[config.mk]
export PLATFORM = sky130hd
export DESIGN_NAME = xorshift64_star_range_rng
export DESIGN_NICKNAME = d
export VERILOG_FILES = /design/src/hw/rtl/xs64rng_pkg.sv /design/src/hw/rtl/xorshift64_star_range_rng.sv /design/src/hw/rtl/xs64rng_ctrl.sv /design/src/hw/rtl/xs64rng_dp.sv
export SDC_FILE = /design/constraint.sdc
export NUM_CORES = 2
export LEC_CHECK = 0
export BUFFER_PORTS_ARGS = -buffer_cell sky130_fd_sc_hd__buf_2
export CORE_ASPECT_RATIO = 0.5
export CORE_UTILIZATION = 60
export CTS_CLUSTER_SIZE = 10
export DETAILED_ROUTE_END_ITERATION = 12
export GPL_TIMING_DRIVEN = 0
export PLACE_DENSITY_LB_ADDON = 0.12
export REMOVE_ABC_BUFFERS = 1
export SETUP_SLACK_MARGIN = 0.3
export SLEW_MARGIN = 25
export SYNTH_ARGS = -nofsm -noshare
export SYNTH_HDL_FRONTEND = slang
export SYNTH_SLANG_ARGS = --single-unit
export TNS_END_PERCENT = 20
[constraint.sdc]
create_clock -name clock -period 15.8 [get_ports clock]
set_clock_uncertainty 0.15 [all_clocks]
set_input_delay 0.79 -clock clock [delete_from_list [all_inputs] [get_ports clock]]
set_output_delay 0.79 -clock clock [all_outputs]
set_load 0.02 [all_outputs]
[src/hw/rtl/xs64rng_pkg.sv]
package xs64rng_pkg;

   localparam int unsigned StateWidth = 64;
   localparam int unsigned WordWidth  = 32;
   localparam int unsigned DivSteps   = 32;
   localparam int unsigned DivCntWidth = $clog2(DivSteps);

   localparam logic [StateWidth-1:0] RngMult    = 64'h2545_F491_4F6C_DD1D;
   localparam logic [StateWidth-1:0] RngDefault = 64'hCAFE_BABE_1234_5678;

   localparam int unsigned ShiftA = 12;
   localparam int unsigned ShiftB = 25;
   localparam int unsigned ShiftC = 27;

   typedef enum logic [2:0] {
      S_IDLE,
      S_SHIFT,
      S_MUL,
      S_DIV,
      S_LOAD
   } state_type;

   // partial products of the low 64 bits of state * multiplier
   typedef enum logic [1:0] {
      MUL_LL,
      MUL_LH,
      MUL_HL
   } mul_sel_type;

   typedef struct packed {
      logic        load_req;
      logic        prep;
      logic        advance;
      logic        mul_step;
      mul_sel_type mul_sel;
      logic        div_step;
      logic        load_rsp;
   } cmd_type;

   typedef struct packed {
      logic func;
      logic empty;
   } stat_type;

   function automatic logic [StateWidth-1:0] xorshift(input logic [StateWidth-1:0] s);
      logic [StateWidth-1:0] x;
      x = s;
      x = x ^ (x >> ShiftA);
      x = x ^ (x << ShiftB);
      x = x ^ (x >> ShiftC);
      return x;
   endfunction

endpackage

[src/hw/rtl/xorshift64_star_range_rng.sv]
// xorshift64* generator with an optional ranged output. Each request word
// returns one result word. A raw request (func 0) goes through one xorshift
// step, three passes through the shared 32x32 multiplier and one output load.
// A ranged request with a non-empty range adds the bit-serial restoring
// divider that forms draw mod span. An empty range (high not above low) goes
// straight to the output load and leaves the state alone. A result still
// waiting in the output register holds the load; the next request is taken
// the cycle after the previous one has moved into the output register.
// Writing the seed reloads the state at once (zero loads the built-in
// default); write it only while the block is idle.
module xorshift64_star_range_rng (
   input  logic               clock,
   input  logic               reset,
   input  logic               csr_wr_en,
   input  logic [63:0]        csr_wr_data,
   input  logic               req_valid,
   output logic               req_ready,
   input  logic               req_func,
   input  logic signed [31:0] req_range_low,
   input  logic signed [31:0] req_range_high,
   output logic               rsp_valid,
   input  logic               rsp_ready,
   output logic [31:0]        rsp_raw_draw,
   output logic signed [31:0] rsp_ranged_value,
   output logic               rsp_advanced
);
   import xs64rng_pkg::*;

   cmd_type  cmd;
   stat_type stat;

   xs64rng_ctrl u_ctrl (
      .clock     (clock),
      .reset     (reset),
      .req_valid (req_valid),
      .req_ready (req_ready),
      .rsp_valid (rsp_valid),
      .rsp_ready (rsp_ready),
      .stat      (stat),
      .cmd       (cmd)
   );

   xs64rng_dp u_dp (
      .clock            (clock),
      .reset            (reset),
      .csr_wr_en        (csr_wr_en),
      .csr_wr_data      (csr_wr_data),
      .req_func         (req_func),
      .req_range_low    (req_range_low),
      .req_range_high   (req_range_high),
      .cmd              (cmd),
      .stat             (stat),
      .rsp_raw_draw     (rsp_raw_draw),
      .rsp_ranged_value (rsp_ranged_value),
      .rsp_advanced     (rsp_advanced)
   );

endmodule

[src/hw/rtl/xs64rng_ctrl.sv]
module xs64rng_ctrl (
   input  logic                 clock,
   input  logic                 reset,
   input  logic                 req_valid,
   output logic                 req_ready,
   output logic                 rsp_valid,
   input  logic                 rsp_ready,
   input  xs64rng_pkg::stat_type stat,
   output xs64rng_pkg::cmd_type  cmd
);
   import xs64rng_pkg::*;

   state_type               state_ff, state_in;
   mul_sel_type             mul_sel_ff, mul_sel_in;
   logic [DivCntWidth-1:0]  div_cnt_ff, div_cnt_in;
   logic                    rsp_valid_ff, rsp_valid_in;

   always_ff @(posedge clock) begin
      if (reset) begin
         state_ff     <= S_IDLE;
         mul_sel_ff   <= MUL_LL;
         div_cnt_ff   <= '0;
         rsp_valid_ff <= 1'b0;
      end else begin
         state_ff     <= state_in;
         mul_sel_ff   <= mul_sel_in;
         div_cnt_ff   <= div_cnt_in;
         rsp_valid_ff <= rsp_valid_in;
      end
   end

   always_comb begin
      state_in   = state_ff;
      mul_sel_in = mul_sel_ff;
      div_cnt_in = div_cnt_ff;
      req_ready  = 1'b0;
      cmd        = '0;
      cmd.mul_sel = mul_sel_ff;
      case (state_ff)
         S_IDLE: begin
            req_ready = 1'b1;
            if (req_valid) begin
               cmd.load_req = 1'b1;
               state_in     = S_SHIFT;
            end
         end
         S_SHIFT: begin
            cmd.prep    = 1'b1;
            cmd.advance = !stat.empty;
            mul_sel_in  = MUL_LL;
            state_in    = stat.empty ? S_LOAD : S_MUL;
         end
         S_MUL: begin
            cmd.mul_step = 1'b1;
            case (mul_sel_ff)
               MUL_LL: mul_sel_in = MUL_LH;
               MUL_LH: mul_sel_in = MUL_HL;
               default: begin
                  div_cnt_in = '0;
                  state_in   = stat.func ? S_DIV : S_LOAD;
               end
            endcase
         end
         S_DIV: begin
            cmd.div_step = 1'b1;
            div_cnt_in   = div_cnt_ff + 1'b1;
            if (div_cnt_ff == DivCntWidth'(DivSteps - 1)) begin
               state_in = S_LOAD;
            end
         end
         S_LOAD: begin
            // hold until the output register is free
            if (!rsp_valid_ff || rsp_ready) begin
               cmd.load_rsp = 1'b1;
               state_in     = S_IDLE;
            end
         end
         default: state_in = S_IDLE;
      endcase
   end

   always_comb begin
      if (cmd.load_rsp) begin
         rsp_valid_in = 1'b1;
      end else if (rsp_ready) begin
         rsp_valid_in = 1'b0;
      end else begin
         rsp_valid_in = rsp_valid_ff;
      end
   end

   assign rsp_valid = rsp_valid_ff;

   a_accept_to_shift: assert property (@(posedge clock) disable iff (reset)
      (req_valid && req_ready) |=> (state_ff == S_SHIFT))
      else $error("accepted word did not start the step");

   a_empty_skips: assert property (@(posedge clock) disable iff (reset)
      (state_ff == S_SHIFT && stat.empty) |=> (state_ff == S_LOAD))
      else $error("empty range did not skip to load");

   a_div_length: assert property (@(posedge clock) disable iff (reset)
      (state_ff == S_DIV && div_cnt_ff == DivCntWidth'(DivSteps - 1))
         |=> (state_ff == S_LOAD))
      else $error("divider did not finish after its last step");

   a_load_sets_valid: assert property (@(posedge clock) disable iff (reset)
      cmd.load_rsp |=> rsp_valid_ff)
      else $error("loaded result not presented");

endmodule

[src/hw/rtl/xs64rng_dp.sv]
module xs64rng_dp (
   input  logic                clock,
   input  logic                reset,
   input  logic                csr_wr_en,
   input  logic [63:0]         csr_wr_data,
   input  logic                req_func,
   input  logic signed [31:0]  req_range_low,
   input  logic signed [31:0]  req_range_high,
   input  xs64rng_pkg::cmd_type cmd,
   output xs64rng_pkg::stat_type stat,
   output logic [31:0]         rsp_raw_draw,
   output logic signed [31:0]  rsp_ranged_value,
   output logic                rsp_advanced
);
   import xs64rng_pkg::*;

   logic [StateWidth-1:0]  gen_ff;
   logic                   func_ff;
   logic [WordWidth-1:0]   lo_ff, hi_ff;
   logic [WordWidth-1:0]   span_ff, rem_ff, dvd_ff, acc_ff, draw_ff;
   logic [WordWidth-1:0]   raw_ff, ranged_ff;
   logic                   adv_ff;

   logic                   empty;
   logic [WordWidth-1:0]   mul_a, mul_b, acc_sum;
   logic [2*WordWidth-1:0] prod;
   logic [WordWidth:0]     trial, diff;

   assign empty = func_ff && ($signed(hi_ff) <= $signed(lo_ff));
   assign stat  = '{func: func_ff, empty: empty};

   always_ff @(posedge clock) begin
      if (reset) begin
         gen_ff <= RngDefault;
      end else if (csr_wr_en) begin
         gen_ff <= (csr_wr_data != '0) ? csr_wr_data : RngDefault;
      end else if (cmd.advance) begin
         gen_ff <= xorshift(gen_ff);
      end
   end

   always_ff @(posedge clock) begin
      if (cmd.load_req) begin
         func_ff <= req_func;
         lo_ff   <= req_range_low;
         hi_ff   <= req_range_high;
      end
      if (cmd.prep) begin
         span_ff <= hi_ff - lo_ff;
      end
   end

   // one shared 32x32 multiplier; only the low 64 bits of the product matter
   always_comb begin
      case (cmd.mul_sel)
         MUL_LL: begin
            mul_a = gen_ff[WordWidth-1:0];
            mul_b = RngMult[WordWidth-1:0];
         end
         MUL_LH: begin
            mul_a = gen_ff[WordWidth-1:0];
            mul_b = RngMult[StateWidth-1:WordWidth];
         end
         default: begin
            mul_a = gen_ff[StateWidth-1:WordWidth];
            mul_b = RngMult[WordWidth-1:0];
         end
      endcase
   end

   assign prod    = mul_a * mul_b;
   assign acc_sum = acc_ff + prod[WordWidth-1:0];

   assign trial = {rem_ff, dvd_ff[WordWidth-1]};
   assign diff  = trial - {1'b0, span_ff};

   always_ff @(posedge clock) begin
      if (cmd.prep) begin
         rem_ff <= '0;
      end
      if (cmd.mul_step) begin
         case (cmd.mul_sel)
            MUL_LL: acc_ff <= prod[2*WordWidth-1:WordWidth];
            MUL_LH: acc_ff <= acc_sum;
            default: begin
               draw_ff <= acc_sum;
               dvd_ff  <= acc_sum;
            end
         endcase
      end
      if (cmd.div_step) begin
         // restoring step: keep the difference unless it went negative
         rem_ff <= diff[WordWidth] ? trial[WordWidth-1:0] : diff[WordWidth-1:0];
         dvd_ff <= {dvd_ff[WordWidth-2:0], 1'b0};
      end
   end

   always_ff @(posedge clock) begin
      if (cmd.load_rsp) begin
         raw_ff <= empty ? '0 : draw_ff;
         if (!func_ff) begin
            ranged_ff <= '0;
         end else if (empty) begin
            ranged_ff <= lo_ff;
         end else begin
            ranged_ff <= lo_ff + rem_ff;
         end
         adv_ff <= !empty;
      end
   end

   assign rsp_raw_draw     = raw_ff;
   assign rsp_ranged_value = ranged_ff;
   assign rsp_advanced     = adv_ff;

endmodule

Word-level counts from Yosys, hierarchy flattened. Cells that the tools add are included.

Logic and storage cells: 95. Register bits after elaboration: 365. Input port bits: 134. Output and inout port bits: 67.

Reduce and logical (&&, ||, !) cells: 21. Bitwise logic cells: 4. Muxes and demuxes: 34. Multiply operators: 1. Magnitude comparators: 1. $add $sub $neg: 5. Equality and inequality tests: 12.

Operators by type and width (count): 2-to-1 mux 32 bit (8); 2-to-1 mux 64 bit (3); adder 32 bit (2); case mux 32 bit (2 select lines) (1); nonzero test 64 bit (1); bitwise XOR 64 x 37 -> 64 bit (1); bitwise XOR 64 x 52 -> 64 bit (1); bitwise XOR 64 bit (1); multiplier 32 x 31 -> 63 bit (1); subtractor 33 x 32 -> 33 bit (1); <= comparator 32 bit (1); subtractor 32 bit (1); 2-to-1 mux 31 bit (1); 2-to-1 mux 3 bit (6); case mux 3 bit (5 select lines) (1); nonzero test 2 bit (7); case mux 5 bit (2 select lines) (1); AND reduction 2 bit (5); 2-to-1 mux 1 bit (9); case mux 2 bit (2 select lines) (2); equality test 3 x 2 -> 1 bit (second input constant) (2); != test 2 x 1 -> 1 bit (second input constant) (3); adder 5 x 1 -> 5 bit (second input constant) (1); equality test 5 bit (second input constant) (1); 15 further kinds (17).

Depth between registers and ports, before layout.
Word-level depth: 8. Depth in mapped cells: 38. Gate-level depth less buffers: 37.

Modules after synthesis. From an unflattened synthesis, not the netlist that was laid out.

Cells, all modules: 4558. Area, all modules: 45811.4 um^2.

By module, submodules not included: xs64rng_dp (seq. area each 9979.6 um^2, cells an instance 4478, area each 45173.3 um^2, instances 1); xs64rng_ctrl (seq. area each 220.2 um^2, cells an instance 80, area each 638.1 um^2, instances 1).

Least setup slack after synthesis. Ideal clock, no wire load.

Kind: flip-flop to flip-flop. Start: register u_ctrl.mul_sel_ff[1]. End: register u_dp.dvd_ff[31], data pin. Required time: 15.394 ns. Stages on the path, launching flop included: 33. Path slack: 6.344 ns. Arrival: 9.050 ns. Setup time: 0.256 ns. Buffers on the path: 2. Period minus slack after synthesis: 9.456 ns. Cell sequence: dfxtp_1 > clkbuf_1 > buf_1 > mux2i_1 > nor2_1 > inv_1 > fa_1 > inv_1 > fa_1 > fa_1 > inv_1 > fa_1 > inv_1 > fa_1 > fa_1 > fa_1 > fa_1 > ha_1 > a21oi_1 > o21ai_0 > a21oi_1 > xnor2_1 > ha_1 > and4_1 > and4_1 > a21oi_1 > o211ai_1 > o41ai_1 > a21oi_1 > a31oi_1 > a21oi_1 > xnor2_1 > a22o_1.

Cells in the longest elaborated chain, start to end: 8. Elaborated cells between the ends (all ways): 10. Those cells by class: add/sub: 1; mul: 1; eq/ne: 1; mux: 5; reduce/logical: 2.

Ends and longest elaborated chain: from (decl) (RTL line xs64rng_ctrl.sv:14) `mul_sel_type mul_sel_ff, mul_sel_in;`; from (signal assigned) (RTL line xs64rng_ctrl.sv:26) `mul_sel_ff <= mul_sel_in;`; equality test 2 x 1 -> 1 bit or zero test 2 bit (tied branches) (RTL line xs64rng_dp.sv:55) `case (cmd.mul_sel)`; OR reduction 2 bit (no line); 2-to-1 mux 32 bit (RTL line xs64rng_dp.sv:55); multiplier 32 x 31 -> 63 bit * (RTL line xs64rng_dp.sv:71) `assign prod = mul_a * mul_b;`; adder 32 bit * (RTL line xs64rng_dp.sv:72) `assign acc_sum = acc_ff + prod[WordWidth-1:0];`; via u_dp.acc_sum[31] (RTL line xs64rng_dp.sv:25) `logic [WordWidth-1:0] mul_a, mul_b, acc_sum;`; 2-to-1 mux 32 bit * (RTL line xs64rng_dp.sv:82) `case (cmd.mul_sel)`; 2-to-1 mux 32 bit * (RTL line xs64rng_dp.sv:81) `if (cmd.mul_step) begin`; 2-to-1 mux 32 bit * (RTL line xs64rng_dp.sv:91) `if (cmd.div_step) begin`; to (signal assigned) (RTL line xs64rng_dp.sv:87) `dvd_ff <= acc_sum;`; to (signal assigned) (RTL line xs64rng_dp.sv:94) `dvd_ff <= {dvd_ff[WordWidth-2:0], 1'b0};`; to (decl) (RTL line xs64rng_dp.sv:20) `logic [WordWidth-1:0] span_ff, rem_ff, dvd_ff, acc_ff, draw_ff;`.

Mark *: on every way through the listed nets, which the timed path passes. The rest lies on a longest branch. The select of a mux whose other input is x is not followed. A chain may end at the register's enable or synchronous reset.

Worst setup path in the final report.
Start: register u_ctrl.mul_sel_ff[1]. End: register u_dp.acc_ff[29], data pin.

Cells in the longest elaborated chain, start to end: 6. Elaborated cells between the ends (all ways): 8. Those cells by class: add/sub: 1; mul: 1; eq/ne: 1; mux: 3; reduce/logical: 2.

Ends and longest elaborated chain: equality test 2 x 1 -> 1 bit or zero test 2 bit (tied branches) (RTL line xs64rng_dp.sv:55); OR reduction 2 bit (no line); 2-to-1 mux 32 bit (RTL line xs64rng_dp.sv:55); multiplier 32 x 31 -> 63 bit * (RTL line xs64rng_dp.sv:71); adder 32 bit * (RTL line xs64rng_dp.sv:72); via u_dp.acc_sum[29] (RTL line xs64rng_dp.sv:25); case mux 32 bit (2 select lines) * (RTL line xs64rng_dp.sv:82); to (signal assigned) (RTL line xs64rng_dp.sv:83) `MUL_LL: acc_ff <= prod[2*WordWidth-1:WordWidth];`; to (signal assigned) (RTL line xs64rng_dp.sv:84) `MUL_LH: acc_ff <= acc_sum;`; to (decl) (RTL line xs64rng_dp.sv:20).

Mark *: on every way through the listed nets, which the timed path passes. The rest lies on a longest branch.

==> flow_summary.json <==
{
  "async_flop_share_pct": 0,
  "critPathCaptureType": "register",
  "finalMaxSlewViolations": 0,
  "syn_inst": 4613,
  "clk_pin_slew_worst_paths_ns": 0.06,
  "root_buffer": "clkbuf_16",
  "finalCritPeriodShare_pct": 75.9,
  "r2r_cells": 32,
  "clk_latency_ns": 0.59,
  "hp-class": "in2reg",
  "layout_min_cycle_time_ns": 11.99,
  "relSlewSlack_pct": 23.8,
  "seq_area_mm2": 0.0102,
  "nNetsFinal": 6044,
  "syn_to_final_growth_pct": 7.92,
  "initial_utilization_pct": 61.1,
  "ctsHoldBuffers": 0,
  "dpl_cell_area_mm2": 0.0487,
  "cpMostUsedCell": "fa_1",
  "crit_path_start": "u_ctrl.mul_sel_ff[1]",
  "coreArea_mm2": 0.0758,
  "grt_antenna_before_repair": 5,
  "reg2reg_from": "u_ctrl.mul_sel_ff[1]",
  "final_common_cell": "inv_1",
  "ys_seq_area_share_pct": 22.0,
  "postCtsSetupBuffers": 0,
  "die_area_mm2": 0.0783,
  "cp.arrival_ns": 12.21,
  "hold_viol_final": 0,
  "max_freq_mhz": 83.4,
  "fp.dieH_um": 198,
  "final_cell_mix": "inv_1 (876), fa_1 (604), ha_1 (525)",
  "drt_wl_total_um": 131000,
  "final_layout_size_suffix_gt1_share_pct": 8.20,
  "first_pass_iters": 6,
  "drt_drc_violations_left": 0,
  "ctsResizeCount": 0,
  "tritoncts": "built",
  "hpwl_um": 108000,
  "clock-sinks": 365,
  "routabilityCongestion": 1.03,
  "fin_area_mm2": 0.0500,
  "yosys_register_bits": 365,
  "r2r_end": "u_dp.acc_ff[29]",
  "syn_area_per_cell_um2": 10.0,
  "status": "complete, no violations",
  "grt_first_pass_wirelength_um": 201000,
  "drtAntennaViolNets": 0,
  "die_x_um": 395,
  "synth-edff-count": 289,
  "vias": 34761,
  "wire_per_inst_um": 22.5,
  "grt_overflow": 0,
  "required_ns": 16.02,
  "grt_pass1_vias": 34569,
  "critPathMaxStageDelay_ns": 0.87,
  "worst_pin_slew_ns": 1.14,
  "critPathLaunchType": "register",
  "io_pins": 201,
  "port_buffers": 200,
  "synth_cell_types": 100,
  "finalSetupViolations": 0,
  "path_class": "reg2reg",
  "rows": 71,
  "grt_setup_unrepaired": "false",
  "drt-initial-drc-count": 3308,
  "hold_ws_ns": 0.227,
  "multi_input_area_mm2": 0.0324,
  "grt_max_degree": 91,
  "crit_slowest_cell": "nor4_1",
  "clock_path_buffers": 3,
  "maxCapViolCount": 0,
  "rrSetupSlack_ns": 3.81,
  "post-route-util_pct": 65.9,
  "synthFlopType": "edfxtp_1",
  "vias_per_cell": 5.96,
  "cts_buffers": 43,
  "cp_max_fo": 17,
  "cp-endpoint": "u_dp.acc_ff[29]",
  "fill_cells": 6124,
  "setup_tns_ns": 0,
  "cts_htree_levels": 2,
  "grt_usage_pct": 33.9,
  "synth-warning-count": 0,
  "synthesis.area_mm2": 0.0463
}
[layer usage]
layer,GRT usage (%),wire (um),part of all wire [%],vias to the layer above
met2,52.4,58100,44,1525
met1,47.6,55200,42,17199
met4,11.1,4730,3.6,0
li1,-,-,-,15795
met5,0,0,0,-
met3,7.63,13300,10,242
[sequential cells by signal, indices dropped and copies added (netlist names)]
| signal | flops |
|---|---|
| u_dp.gen_ff | 64 |
| u_dp.acc_ff | 32 |
| u_dp.draw_ff | 32 |
| u_dp.dvd_ff | 32 |
| u_dp.hi_ff | 32 |
| u_dp.lo_ff | 32 |
| u_dp.rem_ff | 32 |
| u_dp.rsp_ranged_value | 32 |
| u_dp.rsp_raw_draw | 32 |
| u_dp.span_ff | 32 |
| u_ctrl.div_cnt_ff | 5 |
| u_ctrl.state_ff | 3 |
| u_ctrl.mul_sel_ff | 2 |
| u_ctrl.rsp_valid | 1 |
| u_dp.func_ff | 1 |
| u_dp.rsp_advanced | 1 |
[synthesized netlist by cell type (11+ instances only)]
cell        n  area share (%)
and4_1     11            0.21
nor2_1    258             2.1
or2_2      23            0.31
a31oi_1    27            0.36
a21oi_1   224             2.4
o31ai_1    42            0.68
a21o_1     89             1.4
a311oi_1   36            0.68
nor3_1     48            0.52
a211oi_1   22            0.36
edfxtp_1  289              19
nor2b_1    24            0.32
o22ai_1    20            0.27
and2_1     54            0.73
mux2i_1    53             1.1
inv_1     879             7.1
a22o_1     33            0.62
xnor2_1   221             4.2
a211o_1    11            0.21
ha_1      525              14
o21bai_1   26            0.42
nand2b_1   25            0.34
nand2_1   217             1.8
o21ai_1    18            0.19
o21a_1     34            0.55
o211ai_1   44            0.71
mux2_2     13            0.32
dfxtp_1    76             3.3
xor2_1     62             1.2
a221o_1    14            0.30
and3_1     16            0.22
or4_1      32            0.52
clkbuf_1  121            0.98
nand3_1    54            0.58
o21ai_0   110             1.2
or3_1      18            0.24
nor4_1     24            0.32
fa_1      604              26
nand4_1    34            0.46
[critical path: cells and delay by family, from the launching register on]
kind                     cells  cell delay, ns
AO/OA/AOI/OAI                7            1.97
buffers and inverters        5            0.91
flip-flops                   1            0.66
multiplexers                 1            0.80
AND/OR/NAND/NOR              6            2.43
adder cells (fa/ha/maj)     10            3.87
XOR/XNOR                     3            0.95
[how the worst min path moves through the flow]
stage                               startpoint              endpoint  cells after the start
after global placement          u_dp.dvd_ff[0]        u_dp.dvd_ff[0]                      2
after floorplan           u_ctrl.div_cnt_ff[3]  u_ctrl.div_cnt_ff[3]                      1
after CTS                   req_range_high[28]        u_dp.hi_ff[28]                      1
after global routing         req_range_high[7]         u_dp.hi_ff[7]                      1
after detailed placement        u_dp.dvd_ff[0]        u_dp.dvd_ff[0]                      2
final                        req_range_low[27]        u_dp.lo_ff[27]                      1
[layout make-up]
class	instances	area share, %
diodes	2	0.0100
clock buffers	67	2.44
clock inverters	3	0.118
inverters	881	6.63
multi-input cells	3263	64.8
flip-flops and latches	365	20.4
well taps	1022	2.56
repair buffers	227	3.05
[cell families (layout without fill, tap and decap cells)]
group                      Yosys count  count (layout)  synth area share (%)
xor gates and xnor gates           283             283                  5.35
buffers and inverters             1040            1178                  8.82
AOI/OAI and AO/OA                  863             863                  12.8
DFF                                365             365                  22.0
and+or+nand+nor                    863             863                  9.18
other                                2              59                0.0162
adders and majority gates         1129            1129                  40.3
muxes                               68              68                  1.51
[metrics by stage]
stage / std cells / worst slack [ns]
6_report: 5830 / 3.81
5_1_grt: 5830 / 3.51
4_1_cts: 5828 / 4.29
3_5_place_dp: 5758 / 4.36
3_3_place_gp: 5731 / 2.10
2_1_floorplan: 4509 / 5.50
Power is left out: the tool's default activity adds up to more than one toggle a clock period on the data nets, which glitch-free logic cannot reach.
